===== config.mk =====
export PLATFORM = sky130hd
export DESIGN_NAME = frame_deadline_pacer_top
export DESIGN_NICKNAME = d
export VERILOG_FILES = /design/src/hdl/fdp_pkg.sv /design/src/hdl/frame_deadline_pacer_top.sv
export SDC_FILE = /design/constraint.sdc
export NUM_CORES = 2
export LEC_CHECK = 0
export ABC_AREA = 1
export BUFFER_PORTS_ARGS = -buffer_cell sky130_fd_sc_hd__clkbuf_2
export CAP_MARGIN = 30
export CORE_ASPECT_RATIO = 0.75
export CORE_MARGIN = 1
export CORE_UTILIZATION = 64
export CTS_CLUSTER_SIZE = 12
export DETAILED_ROUTE_END_ITERATION = 6
export PLACE_DENSITY = 0.8
export SETUP_SLACK_MARGIN = 0.02
export SLEW_MARGIN = 5
export SYNTH_ARGS = -nofsm -noshare
export SYNTH_HDL_FRONTEND = slang
export SYNTH_SLANG_ARGS = --single-unit

===== constraint.sdc =====
create_clock -name clk_i -period 15 [get_ports clk_i]
set_input_delay 3 -clock clk_i [delete_from_list [all_inputs] [get_ports clk_i]]
set_output_delay 3 -clock clk_i [all_outputs]
set_load 0.01 [all_outputs]

===== src/hdl/fdp_pkg.sv =====
`timescale 1ns / 1ps
package fdp_pkg;

  localparam int unsigned ADDR_W   = 5;
  localparam int unsigned DATA_W   = 32;
  localparam int unsigned TIME_W   = 64;
  localparam int unsigned CNT_W    = 32;
  localparam int unsigned LIMIT_W  = 8;
  localparam int unsigned THR_W    = LIMIT_W + DATA_W + 1;

  typedef enum logic [2:0] {
    REG_UNTHROTTLED = 3'd0,
    REG_PERIOD      = 3'd1,
    REG_REM_STEP    = 3'd2,
    REG_REM_MOD     = 3'd3,
    REG_LATE_LIMIT  = 3'd4
  } reg_idx_e;

  localparam logic [DATA_W-1:0]  RST_PERIOD     = 32'd16688154;
  localparam logic [DATA_W-1:0]  RST_REM_STEP   = 32'd26851050;
  localparam logic [DATA_W-1:0]  RST_REM_MOD    = 32'd53693175;
  localparam logic [LIMIT_W-1:0] RST_LATE_LIMIT = 8'd4;
  localparam logic [THR_W-1:0]   RST_THRESHOLD  =
    THR_W'(RST_LATE_LIMIT) * (THR_W'(RST_PERIOD) + THR_W'(1));

endpackage


===== src/hdl/frame_deadline_pacer_top.sv =====
`timescale 1ns / 1ps
// frame deadline pacer
// input channel: one transaction per frame-ready event, carrying now_ns_i
//   (in_valid_i / in_stall_o). output channel: one transaction per event with
//   status, wait_ns, resynced and the two running totals (out_valid_o /
//   out_stall_i).
// the deadline advances by period_whole_ns plus a fractional carry each event
//   that is not backwards; the late threshold late_limit_periods * (period + 1)
//   is kept in a register that is refreshed on the apb write itself.
// an accepted input transaction is loaded into the input register; its result
//   is loaded into the result register when the input register advances.
// throughput: one event per cycle when not stalled; the deadline/fraction update is
//   a single pass of compare, select and add between the input and result registers.
// when the receiver stalls, the result register holds and the input register
//   still takes one more event; beyond that in_stall_o is raised.
// reset clears the pacer state (not started, counters zero) and loads the
//   default period registers; no transaction is presented after reset.
// configuration is written through the apb port, the user must do so only while no event is in flight (not enforced).
module frame_deadline_pacer_top (
  input  logic                        clk_i,
  input  logic                        rst_ni,
  input  logic                        psel,
  input  logic                        penable,
  input  logic                        pwrite,
  input  logic [fdp_pkg::ADDR_W-1:0]  paddr,
  input  logic [fdp_pkg::DATA_W-1:0]  pwdata,
  output logic [fdp_pkg::DATA_W-1:0]  prdata,
  output logic                        pready,
  input  logic                        in_valid_i,
  output logic                        in_stall_o,
  input  logic [fdp_pkg::TIME_W-1:0]  now_ns_i,
  output logic                        out_valid_o,
  input  logic                        out_stall_i,
  output logic                        status_o,
  output logic [fdp_pkg::TIME_W-1:0]  wait_ns_o,
  output logic                        resynced_o,
  output logic [fdp_pkg::CNT_W-1:0]   resync_total_o,
  output logic [fdp_pkg::CNT_W-1:0]   wait_total_o
);
  import fdp_pkg::*;

  // configuration registers
  logic               unthr_q;
  logic [DATA_W-1:0]  period_q;
  logic [DATA_W-1:0]  step_q;
  logic [DATA_W-1:0]  mod_q;
  logic [LIMIT_W-1:0] limit_q;
  logic [THR_W-1:0]   thr_q, thr_d;
  logic               cfg_wr;
  reg_idx_e           cfg_idx;

  // pacer state
  logic               started_q;
  logic [TIME_W-1:0]  deadline_q, deadline_d;
  logic [TIME_W-1:0]  last_q;
  logic [DATA_W-1:0]  frac_q, frac_d;
  logic [CNT_W-1:0]   resync_cnt_q, resync_cnt_d;
  logic [CNT_W-1:0]   wait_cnt_q, wait_cnt_d;

  // input register
  logic               s1_valid_q;
  logic [TIME_W-1:0]  s1_now_q;
  logic               s1_adv, s1_fire, in_fire;

  // result register
  logic               out_valid_q;
  logic               status_q;
  logic [TIME_W-1:0]  wait_q;
  logic               resynced_q;
  logic [CNT_W-1:0]   resync_tot_q;
  logic [CNT_W-1:0]   wait_tot_q;

  // datapath
  logic               backwards, late, rebase, need_wait, carry;
  logic [TIME_W-1:0]  gap, base_dl, wait_val;
  logic [DATA_W-1:0]  base_frac;
  logic [DATA_W:0]    frac_sum;

  assign pready  = 1'b1;
  assign cfg_wr  = psel && penable && pwrite && pready;
  assign cfg_idx = reg_idx_e'(paddr[ADDR_W-1:2]);

  always_comb begin
    case (cfg_idx)
      REG_UNTHROTTLED: prdata = {{(DATA_W-1){1'b0}}, unthr_q};
      REG_PERIOD:      prdata = period_q;
      REG_REM_STEP:    prdata = step_q;
      REG_REM_MOD:     prdata = mod_q;
      REG_LATE_LIMIT:  prdata = {{(DATA_W-LIMIT_W){1'b0}}, limit_q};
      default:         prdata = '0;
    endcase
  end

  // threshold follows whichever operand is being written
  always_comb begin
    thr_d = thr_q;
    if (cfg_wr) begin
      case (cfg_idx)
        REG_PERIOD:     thr_d = THR_W'(limit_q) * (THR_W'(pwdata) + THR_W'(1));
        REG_LATE_LIMIT: thr_d = THR_W'(pwdata[LIMIT_W-1:0]) *
                                (THR_W'(period_q) + THR_W'(1));
        default:        thr_d = thr_q;
      endcase
    end
  end

  always_ff @(posedge clk_i or negedge rst_ni) begin
    if (!rst_ni) begin
      unthr_q  <= 1'b0;
      period_q <= RST_PERIOD;
      step_q   <= RST_REM_STEP;
      mod_q    <= RST_REM_MOD;
      limit_q  <= RST_LATE_LIMIT;
      thr_q    <= RST_THRESHOLD;
    end else begin
      thr_q <= thr_d;
      if (cfg_wr) begin
        case (cfg_idx)
          REG_UNTHROTTLED: unthr_q  <= pwdata[0];
          REG_PERIOD:      period_q <= pwdata;
          REG_REM_STEP:    step_q   <= pwdata;
          REG_REM_MOD:     mod_q    <= pwdata;
          REG_LATE_LIMIT:  limit_q  <= pwdata[LIMIT_W-1:0];
          default: ;
        endcase
      end
    end
  end

  // handshake
  assign s1_adv     = !out_valid_q || !out_stall_i;
  assign s1_fire    = s1_valid_q && s1_adv;
  assign in_stall_o = s1_valid_q && !s1_adv;
  assign in_fire    = in_valid_i && !in_stall_o;

  always_ff @(posedge clk_i or negedge rst_ni) begin
    if (!rst_ni) begin
      s1_valid_q <= 1'b0;
    end else if (in_fire) begin
      s1_valid_q <= 1'b1;
    end else if (s1_adv) begin
      s1_valid_q <= 1'b0;
    end
  end

  always_ff @(posedge clk_i) begin
    if (in_fire) begin
      s1_now_q <= now_ns_i;
    end
  end

  // per-event update
  always_comb begin
    backwards = started_q && (s1_now_q < last_q);
    gap       = s1_now_q - deadline_q;
    late      = started_q && (s1_now_q > deadline_q) &&
                (gap > TIME_W'(thr_q));
    rebase    = !started_q || late;
    base_dl   = rebase ? s1_now_q : deadline_q;
    base_frac = rebase ? '0 : frac_q;
    need_wait = !unthr_q && (s1_now_q < base_dl);
    wait_val  = need_wait ? (base_dl - s1_now_q) : '0;
    frac_sum  = {1'b0, base_frac} + {1'b0, step_q};
    carry     = frac_sum >= {1'b0, mod_q};
    frac_d    = carry ? DATA_W'(frac_sum - {1'b0, mod_q}) : frac_sum[DATA_W-1:0];
    deadline_d   = base_dl + TIME_W'(period_q) + TIME_W'(carry);
    resync_cnt_d = resync_cnt_q + CNT_W'(late);
    wait_cnt_d   = wait_cnt_q + CNT_W'(need_wait);
  end

  always_ff @(posedge clk_i or negedge rst_ni) begin
    if (!rst_ni) begin
      started_q    <= 1'b0;
      deadline_q   <= '0;
      last_q       <= '0;
      frac_q       <= '0;
      resync_cnt_q <= '0;
      wait_cnt_q   <= '0;
    end else if (s1_fire && !backwards) begin
      started_q    <= 1'b1;
      deadline_q   <= deadline_d;
      last_q       <= s1_now_q;
      frac_q       <= frac_d;
      resync_cnt_q <= resync_cnt_d;
      wait_cnt_q   <= wait_cnt_d;
    end
  end

  always_ff @(posedge clk_i or negedge rst_ni) begin
    if (!rst_ni) begin
      out_valid_q <= 1'b0;
    end else if (s1_adv) begin
      out_valid_q <= s1_valid_q;
    end
  end

  always_ff @(posedge clk_i) begin
    if (s1_fire) begin
      status_q     <= backwards;
      wait_q       <= backwards ? '0 : wait_val;
      resynced_q   <= !backwards && late;
      resync_tot_q <= backwards ? resync_cnt_q : resync_cnt_d;
      wait_tot_q   <= backwards ? wait_cnt_q : wait_cnt_d;
    end
  end

  assign out_valid_o    = out_valid_q;
  assign status_o       = status_q;
  assign wait_ns_o      = wait_q;
  assign resynced_o     = resynced_q;
  assign resync_total_o = resync_tot_q;
  assign wait_total_o   = wait_tot_q;

endmodule


==> summary.md <==
| Metric | Value |
|---|---|
| CTS tree | `built` |
| Postcts setup bufs | `0` |
| Max_slew headroom | `30.88%` |
| Worst EP arrival | `14.63 ns` |
| Setup total negative slack | `0 ns` |
| Worst EP required | `~16 ns` |
| Clock slew at reported path FFs | `approximately 0.060 ns` |
| Syn nets | `8965` |
| Most common cell after layout, fill and taps aside | `nand2_1` |
| Port bufs | `about 270` |
| Pin count of the biggest net entering global routing | `150` |
| Fillers | `~7600` |
| Crit end category | `flop` |
| Die W | `350.1 um` |
| Slew Limit Fails | `0` |
| DRT iter0 DRCs | `7193` |
| IO Count | `273` |
| Most frequent cells in the layout | `nand2_1 (2043), inv_1 (1453), nor2_1 (716)` |
| WS Path Type | `reg2reg` |
| CTS Buffer Depth | `3` |
| Failing checks | `design-rule violations` |
| Slew @ Worst Pin | `1.026 ns` |
| Main area contributors after synthesis | `dfrtp_1 (14%), nand2_1 (13%), fa_1 (13%), edfxtp_1 (10%), ha_1 (9.8%)` |
| RSZ-0062 raised after global routing | `no` |
| Mapped Avg Cell Area | `7.246 um2` |
| Synth top area share | `13.51%` |
| First-pass GRT wire length | `~300000 um` |
| Drt via density | `5.840` |
| Vias | `55430` |
| Core ar. | `about 0.09 mm2` |
| Synth unique cells | `65` |
| Post-synthesis cell area | `approximately 0.058 mm2` |
| Die Ht | `approximately 260 um` |
| TritonRoute pass-1 iters | `7` |
| Share of cells above drive strength 1 | `7.421%` |
| Net count, final | `9163` |
| Crit start category | `flop` |
| Cell Rows | `95` |
| # resized after CTS | `0` |
| FFs w/ async S/R, synth | `roughly 66%` |
| Starting Density | `64.79%` |
| Post-DP HPWL | `153500 um` |
| Outcome | `finished with violations` |
| Antenna Nets Post-Route | `0` |
| Max Clock Skew | `roughly 0.049 ns` |
| Post-synth top flop | `dfrtp_1` |
| YS warnings | `0` |
| Final hold vios | `0` |
| CTS hold repair buffers | `0` |
| CP max stage delay | `0.45 ns` |
| Crit Path Max Fanout | `26` |
| Total grt overflow | `0` |
| Max Clock Freq | `71.26 MHz` |
| Sink Count | `567` |
| Worst-Skew Late Latency | `0.70 ns` |
| R2R setup slack | `just under 1 ns` |
| Worst path slowest cell | `fa_1` |
| DIE AREA | `0.09208 mm2` |
| Total Wirelength | `191400 um` |
| Max Cap Viol | `0` |
| Wirelength per Cell | `20.16 um` |
| H-tree depth | `2` |
| Register area share after synthesis | `between 20% and 30%` |
| Final GP Congestion | `1.065` |
| Synth area leader | `dfrtp_1` |
| Most common cell on crit path | `nand2_1` |
| Number of synthesized register bits | `567` |
| Layout area overhead | `8.177%` |
| Cells after Synth | `8025` |
| Total CTS buffers | `61` |
| EDFF count, synth | `194` |
| DRC viols | `2` |
| Vias in the first global route | `51900` |
| Final setup vio count | `0` |
| CP top delay family | `simple AND/OR/NAND/NOR gates` |
| Fin crit share | `93.56%` |
| Root buf cell | `clkbuf_16` |
| Initial antenna violation count | `12` |
| Fin crit period | `approximately 14 ns` |
| Total track usage | `41.59%` |
| WP buf/inv | `11` |
| HP Class | `reg2reg` |
worst paths after layout:
kind / startpoint / endpoint / cells after the start
setup / recovery: s1_now_q[0] / deadline_q[39] / 76
hold / removal: last_q[2] / last_q[2] / 2
setup reg to reg: s1_now_q[0] / deadline_q[39] / 76
hold reg to reg: last_q[2] / last_q[2] / 2
max in group asynchronous: rst_ni / mod_q[25] / 4
min in group asynchronous: rst_ni / resync_cnt_q[6] / 1
cell type report:
type                    count  area, um2  area share [%]
multi-input cells        5768      36570           58.14
clock buffers              91       1689           2.685
clock inverters            23      285.3          0.4535
well taps                1212       1516           2.411
flip-flops and latches    567      15230           24.22
inverters                1487       5587           8.881
repair buffers            338       2004           3.187
diodes                      6      15.01         0.02387
cell usage after synthesis (all sizes together) (5+ instances only):
library cell,n
a211oi,10
a21boi,24
a21o,13
a21oi,447
a221o,7
a221oi,9
a22oi,23
a31oi,68
buf,27
clkbuf,176
clkinv,7
dfrtp,314
dfstp,59
edfxtp,194
fa,377
ha,455
inv,1480
nand2,2059
nand3,224
nand3b,11
nand4,65
nor2,749
nor3,87
nor4,28
o2111ai,5
o211ai,13
o21a,27
o21ai,685
o21bai,17
o221ai,11
o22ai,29
o31ai,7
or2,30
xnor2,86
xor2,178
sequential cells by signal, summed over array words and instances (netlist names), 8 cells and up:
name            cells
deadline_q         64
last_q             64
s1_now_q           64
wait_ns_o          64
thr_q              41
frac_q             32
mod_q              32
period_q           32
resync_cnt_q       32
resync_total_o     32
step_q             32
wait_cnt_q         32
wait_total_o       32
limit_q             8
through the flow:
step	cell area [um2]	instances	util (%)	hold WS (ns)	setup WS, ns
global route	62890	9486	70.08	0.4983	0.05958
global placement	60720	9363	67.66	0.4663	1.583
floorplan	58150	8025	-	0.4331	3.347
detailed placement	60790	9367	67.74	0.4726	1.373
CTS	62760	9481	69.94	0.4857	1.244
finish	62900	9492	70.09	0.4870	0.9662
cell families (layout without fill, tap and decap cells):
family                   Yosys count  in the layout  synth area share [%]
other                              1              7              0.006449
adder cells (fa/ha/maj)          832            832                 22.77
AO/OA/AOI/OAI                   1407           1407                 13.30
buffers and inverters           1690           1939                 11.01
flip-flops                       567            567                 26.20
AND/OR/NAND/NOR                 3264           3264                 22.74
XOR/XNOR                         264            264                 3.976
routing by layer:
layer	vias up	routed length, um	global-route usage (%)
li1	25890	-	-
met2	3124	73970	55.53
met1	26000	82490	61.66
met5	-	53	0
met4	10	6387	12.71
met3	408	28470	15.71
worst reg2reg max path: cells and delay by family, from the launching register on:
kind / cells / cell delay, ns
AND/OR/NAND/NOR: 40 / 5.74
buffers and inverters: 11 / 1.26
flip-flops: 1 / 0.39
XOR/XNOR: 2 / 0.33
adder cells (fa/ha/maj): 6 / 1.97
AO/OA/AOI/OAI: 17 / 4.23
Power is left out: the tool's default activity adds up to more than one toggle a clock period on the data nets, which glitch-free logic cannot reach.
